File: config.mk
export PLATFORM = sky130hd
export DESIGN_NAME = k_nearest_target_tracker_unit
export DESIGN_NICKNAME = d
export VERILOG_FILES = /design/src/rtl/knt_pkg.sv /design/src/rtl/knt_cell.sv /design/src/rtl/k_nearest_target_tracker_unit.sv
export SDC_FILE = /design/constraint.sdc
export NUM_CORES = 1
export LEC_CHECK = 0
export ABC_AREA = 1
export ABC_CLOCK_PERIOD_IN_PS = 8200
export BUFFER_PORTS_ARGS = -buffer_cell sky130_fd_sc_hd__buf_2
export CORE_UTILIZATION = 30
export DETAILED_ROUTE_END_ITERATION = 8
export PLACE_DENSITY = 0.56
export RECOVER_POWER = 25
export SETUP_SLACK_MARGIN = 0.2
export SLEW_MARGIN = 20
export SYNTH_ARGS = -nofsm -noshare
export SYNTH_HDL_FRONTEND = slang
export SYNTH_SLANG_ARGS = --single-unit
File: constraint.sdc
create_clock -name clk -period 8.2 [get_ports clk]
set_input_delay 0.82 -clock clk [delete_from_list [all_inputs] [get_ports clk]]
set_output_delay 0.82 -clock clk [all_outputs]
set_load 0.01 [all_outputs]
File: src/rtl/knt_pkg.sv
// Shared types and constants for the k-nearest target tracker.
`default_nettype none
package knt_pkg;

  localparam int unsigned KNT_MAX_ENTRIES = 8;
  localparam int unsigned ID_W            = 16;
  localparam int unsigned DIST_W          = 24;
  localparam int unsigned LIMIT_W         = 4;
  localparam int unsigned COUNT_W         = 4;
  localparam int unsigned INDEX_W         = 3;

  localparam logic [LIMIT_W-1:0] KNT_LIMIT_RESET = 4'd8;

  typedef enum logic [1:0] {
    OP_CLEAR = 2'd0,
    OP_OFFER = 2'd1,
    OP_READ  = 2'd2,
    OP_NOP   = 2'd3
  } knt_op_t;

  typedef struct packed {
    knt_op_t              opcode;
    logic [ID_W-1:0]      object_id;
    logic [DIST_W-1:0]    distance;
    logic [INDEX_W-1:0]   read_index;
  } knt_cmd_t;

  typedef struct packed {
    logic                 accepted;
    logic [COUNT_W-1:0]   entry_count;
    logic [ID_W-1:0]      entry_object;
    logic [DIST_W-1:0]    entry_distance;
    logic                 entry_valid;
  } knt_rsp_t;

  // Broadcast from the controller to every cell of the row.
  typedef struct packed {
    logic                 write;
    logic [ID_W-1:0]      id;
    logic [DIST_W-1:0]    distance;
  } knt_ins_t;

  // What a cell hands to its right neighbor.
  typedef struct packed {
    logic                 gt;
    logic [ID_W-1:0]      id;
    logic [DIST_W-1:0]    distance;
  } knt_link_t;

endpackage
`default_nettype wire

File: src/rtl/knt_cell.sv
// One list slot: holds an entry and shifts or loads on insertion.
`default_nettype none
module knt_cell
  import knt_pkg::*;
(
  input  wire logic              clk,
  input  wire knt_ins_t          ins,
  input  wire knt_link_t         left,
  input  wire logic              occupied,
  input  wire logic              kept,
  output knt_link_t              right,
  output logic                   ge
);

  logic [ID_W-1:0]   id;
  logic [DIST_W-1:0] distance;
  logic              gt;

  // Entry sits after the new one: it moves right by one slot.
  assign gt = kept && (distance > ins.distance);
  assign ge = occupied && (distance >= ins.distance);

  assign right.gt       = gt;
  assign right.id       = id;
  assign right.distance = distance;

  always_ff @(posedge clk) begin
    if (ins.write) begin
      if (left.gt) begin
        id       <= left.id;
        distance <= left.distance;
      end else if (gt || !kept) begin
        id       <= ins.id;
        distance <= ins.distance;
      end
    end
  end

endmodule
`default_nettype wire

File: src/rtl/k_nearest_target_tracker_unit.sv
// Top level of the k-nearest target tracker: controller plus a row of list cells.
//
// Usage:
//   cmd channel (cmd_valid / cmd_stall / cmd) takes one transaction: clear,
//   offer (object_id, distance) or read (read_index). Every transaction gives
//   exactly one response on the rsp channel (rsp_valid / rsp_stall / rsp).
//   Offers go into a row of MAX_ENTRIES cells kept sorted by ascending
//   distance; each cell compares its own distance with the offer and either
//   holds, loads the offer or takes its left neighbor's entry, all at the same edge.
//   The response is registered and valid on the edge after accept.
//   Throughput: one transaction per cycle while cmd_stall is low, set by the cell
//   update and the one-deep response register.
//   cmd_stall rises only while a response waits and rsp_stall is high; the
//   response register and list then hold until the response is taken.
//   cfg_we / cfg_data write lock_limit (zero acts as one, values above
//   MAX_ENTRIES saturate); lowering it drops the farthest entries.
//   Reset empties the list, sets lock_limit to 8 and drops any pending
//   response. No clearing pass is needed.
`default_nettype none
module k_nearest_target_tracker_unit
  import knt_pkg::*;
#(
  parameter int unsigned MAX_ENTRIES = KNT_MAX_ENTRIES
) (
  input  wire logic                clk,
  input  wire logic                rst,
  input  wire logic                cmd_valid,
  output logic                     cmd_stall,
  input  wire knt_cmd_t            cmd,
  output logic                     rsp_valid,
  input  wire logic                rsp_stall,
  output knt_rsp_t                 rsp,
  input  wire logic                cfg_we,
  input  wire logic [LIMIT_W-1:0]  cfg_data
);

  localparam int unsigned CW   = $clog2(MAX_ENTRIES + 1);
  localparam int unsigned LW   = (CW > LIMIT_W) ? CW : LIMIT_W;
  localparam int unsigned CMPW = (CW > INDEX_W) ? CW : INDEX_W;

  logic [LIMIT_W-1:0] lock_limit;
  logic [CW-1:0]      count;
  logic [CW-1:0]      count_next;
  logic [CW-1:0]      lim;
  logic [CW-1:0]      keep_n;
  logic               full;
  logic               take;
  logic               offer_ok;
  knt_ins_t           ins;
  knt_rsp_t           rsp_next;

  knt_link_t          links [MAX_ENTRIES];
  logic [MAX_ENTRIES-1:0] ge_vec;

  function automatic logic [CW-1:0] eff_limit(input logic [LIMIT_W-1:0] v);
    logic [LW-1:0] e;
    e = LW'(v);
    if (v == '0) e = LW'(1);
    if (e > LW'(MAX_ENTRIES)) e = LW'(MAX_ENTRIES);
    return CW'(e);
  endfunction

  assign cmd_stall = rsp_valid && rsp_stall;
  assign take      = cmd_valid && !cmd_stall;

  assign lim      = eff_limit(lock_limit);
  assign full     = (count >= lim);
  assign keep_n   = full ? (count - CW'(1)) : count;
  assign offer_ok = !full || (|ge_vec);

  assign ins.write    = take && (cmd.opcode == OP_OFFER) && offer_ok;
  assign ins.id       = cmd.object_id;
  assign ins.distance = cmd.distance;

  for (genvar g = 0; g < MAX_ENTRIES; g++) begin : g_cell
    knt_link_t left;
    if (g == 0) begin : g_head
      assign left = '0;
    end else begin : g_body
      assign left = links[g-1];
    end
    knt_cell u_cell (
      .clk      (clk),
      .ins      (ins),
      .left     (left),
      .occupied (CW'(g) < count),
      .kept     (CW'(g) < keep_n),
      .right    (links[g]),
      .ge       (ge_vec[g])
    );
  end

  always_comb begin
    logic [CMPW-1:0] ridx;
    ridx       = CMPW'(cmd.read_index);
    count_next = count;
    rsp_next   = '0;
    case (cmd.opcode)
      OP_CLEAR: begin
        count_next = '0;
      end
      OP_OFFER: begin
        rsp_next.accepted = offer_ok;
        if (offer_ok) count_next = keep_n + CW'(1);
      end
      OP_READ: begin
        if (ridx < CMPW'(count)) begin
          rsp_next.entry_valid = 1'b1;
          for (int i = 0; i < MAX_ENTRIES; i++) begin
            if (CMPW'(i) == ridx) begin
              rsp_next.entry_object   = links[i].id;
              rsp_next.entry_distance = links[i].distance;
            end
          end
        end
      end
      default: begin
        count_next = count;
      end
    endcase
    rsp_next.entry_count = COUNT_W'(count_next);
  end

  always_ff @(posedge clk) begin
    if (rst) begin
      lock_limit <= KNT_LIMIT_RESET;
      count      <= '0;
    end else if (cfg_we) begin
      lock_limit <= cfg_data;
      if (count > eff_limit(cfg_data)) count <= eff_limit(cfg_data);
    end else if (take) begin
      count <= count_next;
    end
  end

  always_ff @(posedge clk) begin
    if (rst) begin
      rsp_valid <= 1'b0;
    end else if (take) begin
      rsp_valid <= 1'b1;
    end else if (!rsp_stall) begin
      rsp_valid <= 1'b0;
    end
  end

  always_ff @(posedge clk) begin
    if (take) rsp <= rsp_next;
  end

`ifndef SYNTH
  a_count_in_limit: assert property (@(posedge clk) disable iff (rst)
    count <= lim)
    else $error("entry count above effective limit");

  a_accept_nonempty: assert property (@(posedge clk) disable iff (rst)
    ins.write |=> count != '0)
    else $error("accepted offer left the list empty");

  a_read_in_range: assert property (@(posedge clk) disable iff (rst)
    rsp_valid && rsp.entry_valid |-> rsp.entry_count != '0)
    else $error("valid read reported with empty list");

  for (genvar s = 0; s + 1 < MAX_ENTRIES; s++) begin : g_sorted
    a_sorted: assert property (@(posedge clk) disable iff (rst)
      (CW'(s + 1) < count) |-> (links[s].distance <= links[s+1].distance))
      else $error("list out of order");
  end
`endif

endmodule
`default_nettype wire
-- Word level (Yosys, flattened, before mapping)
Index checks and enable logic that the tools add are counted.
- multiplexer cells: 57
- add/sub/neg operators: 2
- $lt $le $gt $ge: 38
- reductions and logical operators: 62
- equality and inequality tests: 11
- operators with widths (operator ; number):
    24-bit two-way mux ; 14
    40-bit two-way mux ; 8
    16-bit two-way mux ; 14
    24-bit >= comparator ; 8
    24-bit greater-than comparator ; 8
    4-bit two-way mux ; 17
    3-bit by 4-bit < comparator with 1-bit output (first input constant) ; 8
    1-bit logical AND ; 20
    2-bit AND reduction ; 10
    1-bit by 4-bit < comparator with 1-bit output (first input constant) ; 4
    2-bit by 4-bit < comparator with 1-bit output (first input constant) ; 4
    2-bit nonzero test ; 8
    3-bit equality test (first input constant) ; 4
    4-bit greater-than comparator (second input constant) ; 3
    1-bit logical NOT ; 10
    1-bit logical OR ; 9
    4-bit logical NOT ; 2
    4-bit one-hot mux with 2 select lines ; 1
    8-bit OR reduction ; 1
    2-bit by 3-bit equality test with 1-bit output (first input constant) ; 2
    4-bit by 1-bit adder with 4-bit output (second input constant) ; 1
    4-bit >= comparator ; 1
    4-bit greater-than comparator ; 1
    3-bit by 4-bit < comparator with 1-bit output ; 1
    8 further kinds ; 11
- input bits: 54
- output and inout port bits: 48
- word-level logic and storage cells: 194
- bits in registers: 375

-- Longest topological paths before layout
Gate-level depths: netlist of the first run.
- depth after elaboration: 16
- depth in mapped cells: 20
- depth with buffers taken out: 20

-- Cells and area by module
From an unflattened synthesis of the first run, not the netlist that was laid out.
- cells, all modules: 2613
- area, all modules: 23900.4 µm²
- by module, submodules not included (module ; cells each ; instances ; sequential area each (µm²) ; area an instance (µm²)):
    knt_cell ; 230 ; 8 ; 1201.2 ; 2354.8
    k_nearest_target_tracker_unit ; 773 ; 1 ; 1561.5 ; 5062.4

-- Least setup slack after synthesis of the first run
Ideal clock, no wire load.
- kind: input to register
- start point: input port rsp_stall
- end point: register g_cell[4].u_cell.distance[0], enable pin
- slack: 2.044 ns
- data required time: 7.738 ns
- arrival: 5.694 ns
- path buffers: 0
- library setup time: 0.462 ns
- stages: 5
- cell sequence: nand2_1 inv_1 nor2_1 nand2_1 a31oi_1
- word-level cells in the longest chain between the ends: 6
- RTL lines (item ; RTL line ; RTL):
    start, declared ; k_nearest_target_tracker_unit.sv:31 ; input wire logic rsp_stall,
    1-bit logical AND ; k_nearest_target_tracker_unit.sv:63 ; assign cmd_stall = rsp_valid && rsp_stall;
    named net cmd_stall ; k_nearest_target_tracker_unit.sv:28 ; output logic cmd_stall,
    1-bit logical NOT ; k_nearest_target_tracker_unit.sv:64 ; assign take = cmd_valid && !cmd_stall;
    1-bit logical AND ; k_nearest_target_tracker_unit.sv:64 ;
    named net take ; k_nearest_target_tracker_unit.sv:47 ; logic take;
    1-bit logical AND (2 in a row) ; k_nearest_target_tracker_unit.sv:71 ; assign ins.write = take && (cmd.opcode == OP_OFFER) && offer_ok;
    2-bit AND reduction (no line) ; -- ;
    end signal, assigned ; knt_cell.sv:31 ; distance <= left.distance;
    end signal, assigned ; knt_cell.sv:34 ; distance <= ins.distance;
    end, declared ; knt_cell.sv:16 ; logic [DIST_W-1:0] distance;
The timed path passes the listed nets, and every way through them passes these cells.
A chain may end at the register's enable or synchronous reset.

-- Worst setup path in the final report of the first run
- start point: register count[0]
- end point: register g_cell[7].u_cell.id[15] (data pin)
- word-level cells in the longest chain between the ends: 5
- elaborated cells on any way between the ends: 6
- classes of those cells: add/sub: 1; order compare: 2; mux: 2; reduce/logical: 1
- RTL lines (item ; RTL line ; RTL):
    start, declared ; k_nearest_target_tracker_unit.sv:42 ; logic [CW-1:0] count;
    start signal, assigned ; k_nearest_target_tracker_unit.sv:130 ; if (count > eff_limit(cfg_data)) count <= eff_limit(cfg_data);
    start signal, assigned ; k_nearest_target_tracker_unit.sv:132 ; count <= count_next;
    4-bit by 1-bit subtractor with 4-bit output or 4-bit >= comparator (tied branches) ; k_nearest_target_tracker_unit.sv:68, k_nearest_target_tracker_unit.sv:67 ;
    4-bit two-way mux (*) ; k_nearest_target_tracker_unit.sv:68 ; assign keep_n = full ? (count - CW'(1)) : count;
    3-bit by 4-bit < comparator with 1-bit output (*) ; k_nearest_target_tracker_unit.sv:87 ; .kept (CW'(g) < keep_n),
    1-bit logical AND (*) ; knt_cell.sv:20 ; assign gt = kept && (distance > ins.distance);
    16-bit two-way mux (*) ; knt_cell.sv:29 ; if (left.gt) begin
    end signal, assigned ; knt_cell.sv:30 ; id <= left.id;
    end signal, assigned ; knt_cell.sv:33 ; id <= ins.id;
    end, declared ; knt_cell.sv:15 ; logic [ID_W-1:0] id;
Every way passes the cells marked *; elsewhere a longest branch is shown, timed or not.

==> results.md, run 1 <==
- The flow ran to the end, but the final reports show violations.
- The final reports fail on capacitance limit, slew limit.
- The number of buffer cells added on primary ports is 101.
- Setup repair after global routing left no endpoint under its margin.
- The final core area utilization is 0.345.
- The number of hold violations in the final report came to 0.
- The net switching power of the design is 2030 µW.
- The static leakage is roughly 0.010 µW.
- The path category of the worst min-delay check is primary input to register.
- The worst setup path is of the register to register kind.
- Across every metal layer, demand over resource in global routing totals 0.187.
- The power per cell area is between 200 and 250 mW/mm².
- In this run the tightest slew margin relative to its limit is -0.439.
- The post-placement cell area is ~0.024 mm².
- Ranked by total cell area, the synthesized netlist is headed by sky130_fd_sc_hd__edfxtp_1, sky130_fd_sc_hd__ha_1, sky130_fd_sc_hd__nand2_1.
- The worst setup path is captured at a register.
- The remaining global-route overflow is 0.
- Across the whole layout, storage elements account for approximately 0.011 mm².
- The flop and latch count out of synthesis is 375.
- The standard-cell row count is 99.
- Clock tree synthesis inserted a total of 46 buffers.
- The via density per instance is between 5 and 6.
- The internal power of the cells totals between 3000 and 4000 µW.
- The first-pass GRT wire length is about 110000 µm.
- Among all flip-flop cells after synthesis, the most frequent one is sky130_fd_sc_hd__edfxtp_1.
- The number of nets in the synthesized netlist is between 2k and 3k.
- Dividing the synthesized area by the synthesized cell count gives between 9 and 10 µm².
- The area of the die is roughly 0.075 mm².
- From synthesis to final layout, the design area changed by 13.6%.
- The number of antenna violations at the first check in global routing is 2.
- The upper clock frequency limit is 192 MHz.
- The worst clock skew is between 0.02 and 0.03 ns.
- Setup violations remaining at the end of the flow were counted as 0.
- The first TritonRoute pass finished after 6 iterations.
- Across all layers, the routed design uses approximately 18k vias.
- The clock power share is 0.333.
- STA classifies the critical path startpoint as a register.
- For the pin with the worst max-slew slack, the measured transition is 2.16 ns.
- The placer congestion estimate is between 0.8 and 0.9.
- The share of total power dissipated in sequential elements is 0.417.
- In the layout the commonest cells are sky130_fd_sc_hd__nand2_1, sky130_fd_sc_hd__edfxtp_1, sky130_fd_sc_hd__inv_1.
- Yosys printed 0 warnings.
- The total area inside the core boundary comes to between 0.07 and 0.08 mm².
- The distinct cell type count of the synthesized netlist is 39.
- In the routed design, unresolved DRC markers number 0.
- The master cell of the clock root buffer is sky130_fd_sc_hd__clkbuf_16.
- The data arrival time of the worst path is around 5.5 ns.
- Clock latency on the worst-skew pair, taken at its later pin, is around 0.6 ns.
- The maximum clock insertion buffer count is 3.
- The deepest level of the CTS H-tree is 2.
- The count of antenna-violating nets left after detailed routing is 0.
- Entering global routing, the biggest net connects 82 pins.
- The maximum fanout count along the critical path is 60.
- The combinational fraction of design power is 0.250.
- The total count of max-transition violations in the final report is between 100 and 150.
- Of the total power, the share spent switching nets is 0.341.
- The clock drives around 380 sinks.
- The number of setup buffers added after CTS is 0.
- The via count of the first global-routing pass was roughly 17k.
- The final net count is around 2.8k.
- Measured along the x axis, the die boundary spans about 270 µm.
- The height of the die is 274 µm.
- The biggest area contributor in the post-synthesis netlist is sky130_fd_sc_hd__edfxtp_1.
- Post-CTS repair changed the size of 0 cells.
- The finished layout cell area is 0.0251 mm².
- Of the post-synthesis cell area, the dominant cell type holds 0.497.
- Dividing the detail-routed wire length by the instance count gives about 20 µm.
- Of the synthesized area, sequential elements account for 0.505.
- After clock tree synthesis, the clock-pin slew on the worst setup and hold paths is around 0.06 ns.
- The post-cts hold buffer count is 0.
- Of the cells placed in the final design, the portion with a size suffix greater than 1 is 0.0528.
- The count of filler cells inserted in the layout is around 7.5k.
- The summed negative setup slack over all endpoints is 0 ns.
- The number of violations of the max-capacitance limit is 4.
- The starting density of the core is 0.303.
- The worst path needs around 5.2 ns of the cycle, external delays included.
- The count of routing violations after the opening detailed-route iteration is roughly 1.7k.
- The post-route clock period utilization is 0.635.
- The multi-input combinational cells in the finished layout cover a total of roughly 0.0095 mm².
- The clock tree from TritonCTS is done.
- The routed wire length is about 70000 µm.
- STA puts the critical path data required time at approximately 8.5 ns.
- The instance count of the mapped netlist is 2416.
- The overall power consumption is 5960 µW.
- After synthesis the cells add up to 0.0221 mm².
- After legalization and detailed placement, the total HPWL measured 46800 µm.
- Leaving out fill and tap cells, the most frequent cell in the layout is sky130_fd_sc_hd__nand2_1.
- For this design the top-level I/O count stands at between 100 and 150.
- In this run, synthesis inferred roughly 370 flip-flops with an integrated enable.
- In the synthesized netlist the async set-or-reset flop fraction comes to 0.
- IR analysis of the VDD net gives a maximum drop of about 190 µV.
## synth_stat cells (all sizes together) (6+ instances only)
cell type,n
a211oi,34
a21o,6
a21oi,180
a31oi,7
buf,43
clkbuf,50
dfxtp,9
edfxtp,366
ha,207
inv,315
nand2,564
nand3,42
nand4,24
nor2,154
nor3,12
o2111ai,34
o211ai,33
o21a,10
o21ai,269
o21bai,6
o22ai,37
## worst max-delay path, cell delays in order (launching register included)
cell and delay [ns]:
sky130_fd_sc_hd__dfxtp_1 0.61, sky130_fd_sc_hd__inv_1 0.29, sky130_fd_sc_hd__ha_1 0.35, sky130_fd_sc_hd__nand4_1 0.07
sky130_fd_sc_hd__nand3_1 0.39, sky130_fd_sc_hd__xor2_1 0.48, sky130_fd_sc_hd__ha_1 0.24, sky130_fd_sc_hd__inv_1 0.06
sky130_fd_sc_hd__nor2_1 0.17, sky130_fd_sc_hd__clkinv_1 0.12, sky130_fd_sc_hd__a21oi_1 1.25, sky130_fd_sc_hd__buf_4 0.67
sky130_fd_sc_hd__o21ai_0 0.18
## per-stage QoR
stage | instances | setup slack [ns] | hold slack [ns]
final | 3497 | 2.99 | 0.463
after global routing | 3496 | 2.57 | 0.461
after CTS | 3495 | 3.39 | 0.421
after detailed placement | 3411 | 2.78 | 0.470
after global placement | 3411 | 2.86 | 0.473
after floorplan | 2416 | 2.04 | 0.448
## worst paths after layout
path                  start                       to  slack (ns)  depth (start not counted)
setup / recovery   count[0]  g_cell[7].u_cell.id[15]        2.99                         12
hold / removal          rst                rsp_valid        0.46                          2
setup reg to reg   count[0]  g_cell[7].u_cell.id[15]        2.99                         12
hold reg to reg   rsp_valid                rsp_valid        0.47                          2
## cell type report
cell class              count  area share
well taps                 959      0.0477
repair buffers            130      0.0248
clock buffers              54      0.0478
diodes                      1   0.0000995
flip-flops and latches    375       0.444
inverters                 316      0.0472
multi-input cells        1632       0.379
clock inverters            30     0.00856
## routing by layer
metal,GRT usage,routed length (µm)
met1,0.252,30900
met2,0.301,32000
met3,0.0362,5430
met4,0.0622,1960
met5,0,0
## flip-flops by register name, summed over array words and instances (netlist names)
| signal | flops |
|---|---|
| rsp | 46 |
| g_cell.u_cell.id | 128 |
| count | 4 |
| rsp_valid | 1 |
| lock_limit | 4 |
| g_cell.u_cell.distance | 192 |
## power by group through the flow
stage	Clock (µW)	Combinational (µW)	Sequential, µW
2_1_floorplan	0	1000	2510
3_3_place_gp	0	1480	2520
3_5_place_dp	0	1500	2520
4_1_cts	2030	1500	2480
5_1_grt	2090	1680	2500
6_report	1980	1490	2480
## logic make-up (layout without fill, tap and decap cells)
kind of cell,count (synthesis),in the layout,synth area share
flip-flops,375,375,0.505
XOR/XNOR,3,3,0.00153
AO/OA/AOI/OAI,624,624,0.161
other,0,1,0
adder cells (fa/ha/maj),207,207,0.117
buffers and inverters,409,530,0.0720
AND/OR/NAND/NOR,798,798,0.143
No activity file was read; power rests on OpenSTA's default activity.
==> run 2: changes to the inputs <==
--- a/config.mk
+++ b/config.mk
@@ -6,11 +6,11 @@
 export NUM_CORES = 1
 export LEC_CHECK = 0
 export ABC_AREA = 1
-export ABC_CLOCK_PERIOD_IN_PS = 8200
+export ABC_CLOCK_PERIOD_IN_PS = 4400
 export BUFFER_PORTS_ARGS = -buffer_cell sky130_fd_sc_hd__buf_2
 export CORE_UTILIZATION = 30
 export DETAILED_ROUTE_END_ITERATION = 8
-export PLACE_DENSITY = 0.56
+export PLACE_DENSITY = 0.57
 export RECOVER_POWER = 25
 export SETUP_SLACK_MARGIN = 0.2
 export SLEW_MARGIN = 20
==> constraint.sdc (replaced) <==
create_clock -name clk -period 4.4 [get_ports clk]
set_input_delay 0.44 -clock clk [delete_from_list [all_inputs] [get_ports clk]]
set_output_delay 0.44 -clock clk [all_outputs]
set_load 0.01 [all_outputs]
==> results.md, run 2 (synthesis gave the netlist of run 1 again) <==
- The clock tree from TritonCTS is done.
- The first-pass GRT wire length is 106000 µm (+0.42%).
- The post-route clock period utilization was 0.833 (+0.198).
- The required time at the worst-slack endpoint is 4.68 ns (-3.83 ns).
- The finished layout cell area is 0.0255 mm² (+1.5%).
- The standard-cell row count is 99 (unchanged).
- The number of remaining DRC errors is 0 (unchanged).
- The static leakage was 0.0107 µW (+1.8%).
- The starting density of the core is 0.303 (unchanged).
- The die width is 274 µm (unchanged).
- In this run the critical register-to-register path is launched from lock_limit[3].
- Setup repair after global routing left no endpoint under its margin.
- The count of routing violations after the opening detailed-route iteration is 1601 (-7.6%).
- The via count is 17.8k (+0.16%).
- The largest net degree at the start of global routing came to 81 (-1.2%).
- The delay of the slowest cell on the worst path is 0.59 ns (-0.66 ns).
- The total count of max-transition violations in the final report is 13 (-88%).
- The run finished, with violations left.
- The TritonCTS buffer count is 46 (unchanged).
- The path category of the worst min-delay check is primary input to register.
- The number of buffer cells added on primary ports is 101 (unchanged).
- In the layout the commonest cells are sky130_fd_sc_hd__nand2_1, sky130_fd_sc_hd__edfxtp_1, sky130_fd_sc_hd__inv_1.
- The flip-flop count of the largest register after layout is 192 (unchanged).
- The number of resized instances in the post-cts repair step is 0 (unchanged).
- Walking the worst path, the cells encountered are inv_1, nand2_1, ha_1, inv_1, o21bai_1, nand3_1, nand3_1, nand2_1, xor2_1, o21ai_0, nand3_4, clkbuf_4, nor2_1, a21oi_1.
- The critical hold path startpoint is rst.
- The height of the die is 274 µm (unchanged).
- The deepest level of the CTS H-tree came to 2 (unchanged).
- The post-cts hold buffer count is 0 (unchanged).
- STA classifies the critical path startpoint as a register.
- The number of hold violations in the final report is 0 (unchanged).
- The clock transition at the registers of the reported paths came to 0.06 ns (about the same).
- The total half-perimeter wirelength after legalization and detailed placement is 48900 µm (+4.6%).
- The routed wire length is 70400 µm (+0.16%).
- The number of antenna violations at the first check in global routing came to 3 (+1).
- The worst setup path startpoint is lock_limit[3].
- The via density per instance was 5.05 (-0.35%).
- The number of search-and-repair iterations in the first detailed-routing pass came to 6 (unchanged).
- The count of clock tree sinks is 375 (unchanged).
- The number of diodes is 0 (-1).
- The number of setup violations in the final report was 0 (unchanged).
- On the critical path, the stage with the largest delay is an instance of sky130_fd_sc_hd__clkbuf_4.
- The maximum fanout count along the critical path is 80 (+33%).
- The clock insertion delay at the later pin of the skew report is 0.59 ns (-0.02 ns).
- The master cell of the clock root buffer is sky130_fd_sc_hd__clkbuf_16.
- The via count of the first global-routing pass is 17.3k (+1.1%).
- The worst setup path is captured at a register.
- The register containing the most flip-flops in the final layout is g_cell.u_cell.distance.
- The count of antenna-violating nets left after detailed routing came to 0 (unchanged).
- The checks that failed: capacitance limit, slew limit.
- The area inside the core boundary is 0.0730 mm² (unchanged).
- The final net count is 2783 (+0.76%).
- The most common cell after layout, fill and taps aside is sky130_fd_sc_hd__nand2_1.
- The highest ir drop seen on vdd is 278 µV (+49%).
- The summed negative setup slack over all endpoints was 0 ns (unchanged).
- The maximum clock insertion buffer count came to 3 (unchanged).
- The global-route usage over all layers is 0.188 (+0.000690).
- The number of placed I/O pins was 102 (unchanged).
- The post-placement cell area came to 0.0242 mm² (+1.4%).
- The transition time at the pin with the least slew margin came to 1.81 ns (-0.344 ns).
- The power per cell area is 447 mW/mm² (+88%).
- The overall power consumption was 11400 µW (+91%).
- The number of setup buffers added after CTS was 0 (unchanged).
- The number of violations of the max-capacitance limit is 1 (-3).
- The remaining global-route overflow was 0 (unchanged).
- The data arrival time of the worst path is 3.95 ns (-1.57 ns).
- The detailed-route wire length per cell came to 20.0 µm (-0.35%).
- The share of post-route cells with drive strength above 1 was 0.0618 (+0.00900).
- The worst clock skew is 0.0281 ns (+0.000465 ns).
- The area of the die is 0.0748 mm² (unchanged).
- The upper clock frequency limit is 273 MHz (+42%).
- The critical path is of the register to register type.
- The synthesis-to-finish area growth is 15.3%.
- The final critical path time including I/O delays and setup came to 3.66 ns (-1.54 ns).
- The largest registers in the layout are g_cell.u_cell.distance x192, g_cell.u_cell.id x128, rsp x46.
- The placer congestion estimate is 0.888 (+2.5%).
- The relative slew slack was -0.214 (+0.225).
[run 2: cell types whose count changed in the layout (fill, tap and decap cells not counted), moves of 5 or more]
cell	before	now
sky130_fd_sc_hd__buf_12	0	14
sky130_fd_sc_hd__buf_4	26	33
sky130_fd_sc_hd__clkinv_2	13	8
sky130_fd_sc_hd__clkinv_1	12	6
[run 2: power breakdown]
| part | switching (µW) | internal [µW] |
|---|---|---|
| Clock | 1590 | 2280 |
| Sequential | 141 | 4470 |
| Combinational | 2070 | 852 |
| Total | 3800 | 7600 |
[run 2: per-stage QoR]
| stage | setup slack (ns) | util | hold slack (ns) | instances |
|---|---|---|---|---|
| after floorplan | 0.180 | - | 0.448 | 2416 |
| after global placement | 0.484 | 0.331 | 0.469 | 3433 |
| after detailed placement | 0.435 | 0.331 | 0.470 | 3433 |
| after CTS | 0.890 | 0.352 | 0.0420 | 3515 |
| after global routing | 0.456 | 0.350 | 0.0828 | 3515 |
| final | 0.736 | 0.350 | 0.0787 | 3515 |
[run 2: worst max-delay path: cells and delay by family, from the launching register on]
kind,cells,cell delay [ns]
and+or+nand+nor,6,1.07
xor gates and xnor gates,1,0.22
AOI/OAI and AO/OA,3,0.71
adders and majority gates,1,0.29
DFF,1,0.31
buffers and inverters,3,0.74
[run 2: worst paths after layout]
path	cells after the start	slack, ns	end
setup / recovery	14	0.74	g_cell[6].u_cell.id[14]
hold / removal	2	0.08	rsp_valid
setup reg to reg	14	0.74	g_cell[6].u_cell.id[14]
hold reg to reg	2	0.48	rsp_valid
[run 2: per-layer routing]
layer / GRT usage / vias to the layer above / share of wire
met5: 0 / - / 0.00053
li1: - / 8636 / -
met4: 0.0606 / 6 / 0.029
met2: 0.298 / 636 / 0.45
met3: 0.0349 / 106 / 0.078
met1: 0.257 / 8376 / 0.44
[run 2: final cells by class]
cell class / count / area (µm²)
sequential: 375 / 11200
tap: 959 / 1200
clock buffer: 59 / 1270
fill: 7409 / 47400
clock inverter: 23 / 226
timing repair buffer: 151 / 940
multi-input combinational: 1632 / 9520
inverter: 316 / 1190
